`src/rtl/pfcr_ram.sv`:
```
// pfcr_ram: simple dual-port synchronous ram, registered read
// write data is forwarded when read and write hit the same entry; no dependencies
`timescale 1ns / 1ps
`default_nettype none

module pfcr_ram #(
    parameter int DEPTH = 256,
    parameter int WIDTH = 8
) (
    input  wire logic                     i_clk,
    input  wire logic                     i_we,
    input  wire logic [$clog2(DEPTH)-1:0] i_waddr,
    input  wire logic [WIDTH-1:0]         i_wdata,
    input  wire logic [$clog2(DEPTH)-1:0] i_raddr,
    output logic      [WIDTH-1:0]         o_rdata
);

    logic [WIDTH-1:0] r_mem [DEPTH];

    always_ff @(posedge i_clk) begin
        if (i_we) begin
            r_mem[i_waddr] <= i_wdata;
        end
    end

    always_ff @(posedge i_clk) begin
        if (i_we && (i_waddr == i_raddr)) begin
            o_rdata <= i_wdata;
        end else begin
            o_rdata <= r_mem[i_raddr];
        end
    end

endmodule

`default_nettype wire

```
`config.mk`:
```
export PLATFORM = sky130hd
export DESIGN_NAME = pfcr_ram
export DESIGN_NICKNAME = d
export VERILOG_FILES = /design/src/rtl/pfcr_ram.sv
export SDC_FILE = /design/constraint.sdc
export NUM_CORES = 2
export LEC_CHECK = 0
export ABC_AREA = 0
export BUFFER_PORTS_ARGS = -buffer_cell sky130_fd_sc_hd__buf_2
export CAP_MARGIN = 5
export CELL_PAD_IN_SITES_DETAIL_PLACEMENT = 1
export CELL_PAD_IN_SITES_GLOBAL_PLACEMENT = 1
export CORE_ASPECT_RATIO = 1.75
export CORE_UTILIZATION = 51
export CTS_CLUSTER_SIZE = 30
export DETAILED_ROUTE_END_ITERATION = 10
export PLACE_DENSITY_LB_ADDON = 0.1
export SLEW_MARGIN = 20
export SYNTH_ARGS = -nofsm -noshare
export SYNTH_HDL_FRONTEND = slang
export SYNTH_SLANG_ARGS = --single-unit
```
`constraint.sdc`:
```
create_clock -name i_clk -period 2.6 [get_ports i_clk]
set_input_delay 0.39 -clock i_clk [delete_from_list [all_inputs] [get_ports i_clk]]
set_output_delay 0.39 -clock i_clk [all_outputs]
set_load 0.005 [all_outputs]
```
== Word level (Yosys, flattened, before mapping) ==
Memory sizes are Yosys's and may differ from the RTL's. A register that Yosys moved wholly into a read port is not among the register bits.
Index checks and enable logic that the tools add are counted.

* Flip-flop bits (word level): 0
* Memory bits (writable): 2048
* Logic and storage cells: 3
* Memories kept: 1

* Muxes and demuxes: 2

{| class="wikitable"
|+ Memory list
! name !! depth !! bits a word !! rd ports !! clocked after memory_dff !! write ports !! line !! RTL
|-
| r_mem || 256 || 8 || 1 || 1 || 1 || 18 || <nowiki>logic [WIDTH-1:0] r_mem [DEPTH];</nowiki>
|}

{| class="wikitable"
|+ Operators by type and width
! operator !! number
|-
| $mux 1 || 2
|}

== Depth between registers and ports, before layout ==
* Depth after elaboration: 2
* Depth in mapped cells: 11

== Worst setup path after synthesis ==
OpenSTA, ideal clock, no wires.

* Path type: register -> output
* Start point: reg (tool-made name)
* End point: out o_rdata[2]
* Arrival time: 2.161 ns
* Data required time: 2.210 ns
* Slack: 0.049 ns
* Cell stages (with the launch flop): 10
* Buffers on the path: 4
* Cells stage by stage: dfxtp_1 > buf_6 > buf_12 > buf_8 > buf_2 > mux4_2 > a22oi_1 > a21oi_1 > nor4_1 > nor4_2

{| class="wikitable"
|+ RTL lines
! what !! line !! RTL
|-
| end: declaration || 15 || <nowiki>output logic [WIDTH-1:0] o_rdata</nowiki>
|}

==> results.yml <==
min_path:
  hold_path_class: "in2reg"
synth:
  ys_top_cells_by_area: "edfxtp_1 77%, mux4_2 13%, mux2i_1 1.7%"
  synth_cells: 3733
  synth_top_cell_area_share_pct: 77.3
  async_flop_share_pct: 0
  post-synth-top-area-cell: "edfxtp_1"
  ys_warn_count: 0
  synth-main-ff-cell: "edfxtp_1"
  yosysSeqAreaShare_pct: 77.5
  synth_edf_count: 2048
  synth-seq-cells: 2056
  synth_fp_nets: 3759
  syn-cell-area_mm2: 0.0796
  synth.avg_cell_area_um2: 21.3
  yosysUniqueCellTypes: 55
  synthTopCellsByCount: "2,048 x edfxtp_1, 454 x mux4_2, 282 x nor2_1"
  synth_most_common_cell: "edfxtp_1"
grt:
  grt_use_total_pct: 29.6
  grt_use_met1_pct: 35.2
  met3_usage_pct: 3.32
  grt_max_degree: 93
  first_global_vias: 45104
  antenna_found_initial: 19
  grt_overflow: 0
  grt_pass1_wl_um: 329000
  top_usage_layer: "met2"
  grt_use_met2_pct: 53.4
clock_tree:
  cts-htree-levels: 4
  cts_max_path_buffers: 4
  cts_root_buf: "clkbuf_16"
  cts.clk_slew.worst_paths_ns: 0.07
  cts_sinks: 2056
  cts_tree: "yes"
  cts_made_buffers: 185
timing:
  tightestPinTransition_ns: 1.17
  fmax_mhz: 236
  period_share_pct: 163
  worst_slack_ns: -1.64
  finalHoldViolCount: 0
  final-setup-viol-count: 8
  rsz0062_at_grt: "yes"
  maxSlewHeadroom_pct: 21.6
  fin_crit_ns: 4.24
  slew_violations: 0
die:
  initial_utilization_pct: 51.4
  dieHeight_um: 524
  num_rows: 191
  coreArea_mm2: 0.155
  die_w_um: 301
  die-area_mm2: 0.158
  boundaryPins: 34
finish:
  reg_top3: "r_mem (2048)"
  largest_reg_flops: 2048
  fin_util_pct: 61.5
  largest-register: "r_mem"
  finish.net_count: 4563
  area_growth_pct: 19.7
  drive_gt1_share_pct: 36.2
outcome:
  status: "finished with violations"
  violations: "setup timing"
place:
  io_buffers: 33
  place.gp.congestion: 0.887
  dp_hpwl_um: 156000
  dp_slack_ns: -1.89
power_and_ir_drop:
  total_leakage_power_nw: 31.0
  powerDensity_mw_per_mm2: 714
  p_total_mw: 67.9
  vdd_drop_max_mv: 0.705
critical_path:
  cp-end-kind: "primary output"
  critical_path.max_fanout: 14
  start_kind: "register"
  arrival_ns: 3.85
  cp_data_required_time_ns: 2.21
  crit_type: "reg2out"
routing:
  dr.pass1.iters: 5
  wirelength_um: 231000
  drt-initial-drc-count: 3750
  ant_nets: 0
  wl_per_cell_um: 34.5
  drc: 0
  viasPerCell: 6.23
  vias: 41795
run:
  max-cap-violations: 0
-- layout by cell type, fill, tap and decap left out, types with 7 or more instances in the layout --
| cell | synthesis | routed |
|---|---|---|
| edfxtp_1 | 2048 | 2048 |
| buf_4 | 27 | 682 |
| mux4_2 | 454 | 454 |
| nor2_1 | 282 | 278 |
| clkbuf_16 | 0 | 189 |
| mux2i_1 | 134 | 132 |
| a22oi_1 | 133 | 112 |
| buf_12 | 8 | 85 |
| a21oi_1 | 96 | 78 |
| clkinv_1 | 1 | 40 |
| o221ai_1 | 46 | 40 |
| clkinv_2 | 0 | 35 |
| nand2_1 | 33 | 33 |
| nand3_1 | 34 | 32 |
| nor2b_1 | 31 | 28 |
| buf_6 | 21 | 27 |
| o22ai_1 | 28 | 25 |
| clkbuf_1 | 111 | 25 |
| buf_2 | 31 | 25 |
| nor4_4 | 0 | 21 |
| a22oi_2 | 0 | 21 |
| a21oi_2 | 0 | 18 |
| bufinv_16 | 0 | 16 |
| clkinvlp_4 | 0 | 15 |
| a211oi_1 | 16 | 12 |
| clkbuf_8 | 0 | 11 |
| nand4_1 | 10 | 10 |
| a221oi_1 | 13 | 10 |
| o211ai_1 | 10 | 10 |
| o21ai_0 | 10 | 10 |
| nor3_4 | 0 | 9 |
| a22o_1 | 8 | 8 |
| buf_16 | 0 | 8 |
| dlygate4sd3_1 | 0 | 8 |
| nor3_2 | 0 | 7 |
-- per-layer routing --
layer	part of all wire, %	up-vias
met2	54	1597
met1	36	22464
li1	-	17257
met4	5.4	8
met5	0.023	-
met3	4.9	469
-- kinds of logic after synthesis --
| logic type | after synthesis | synth area share, % |
|---|---|---|
| DFF | 2056 | 77.5 |
| muxes | 591 | 14.6 |
| and+or+nand+nor | 466 | 2.63 |
| AOI/OAI and AO/OA | 385 | 3.42 |
| buffers and inverters | 235 | 1.83 |
-- worst max-delay path, cell delays in order, from the launching register on --
cell and delay (ns):
dfxtp_4 0.39, buf_12 0.18, buf_12 0.15, buf_16 0.15, buf_12 0.15, mux4_2 0.55
o211ai_1 0.19, a21oi_1 0.09, buf_4 0.22, nor4_4 0.47, buf_4 0.23, nor4_4 0.08
buf_2 0.17
-- per-stage QoR --
stage	cell area, um^2	instances	setup TNS (ns)	hold WS [ns]
finish	95200	6711	-12.85	0.0813
global route	95200	6707	-13.16	0.0604
CTS	94700	6682	-13.35	0.0268
detailed placement	87600	6307	-13.50	0.494
global placement	87600	6307	-12.93	0.492
floorplan	79600	3733	0	0.418
-- timing repair --
action | CTS | global route
resized for setup | 144 | 65
endpoints found under the hold margin | 8 | 0
endpoints found under the setup margin | 8 | 8
cloned | 5 | 0
hold buffers | 8 | 0
buffers inserted | 32 | 26
pin swaps | 19 | 29
-- where the power goes --
| group | internal, mW | switching (mW) | total (mW) |
|---|---|---|---|
| logic | 1.80 | 2.60 | 4.40 |
| clock network | 15.0 | 12.0 | 27.0 |
| registers | 36.5 | 0.0400 | 36.5 |
-- worst paths after layout --
path	start	end	depth (start not counted)
setup / recovery	register	o_rdata[1]	12
hold / removal	i_wdata[7]	r_mem[68][7]	1
-- cell type report --
class,instances,area (um^2)
Antenna cell,5,12.5
Clock buffer,217,4860
Clock inverter,113,1010
Fill cell,12908,59600
Inverter,2,7.51
Multi-Input combinational cell,1442,17300
Sequential cell,2056,61700
Tap cell,2026,2530
Timing Repair Buffer,850,7780
Note: power is estimated with default switching activity, not from simulation.
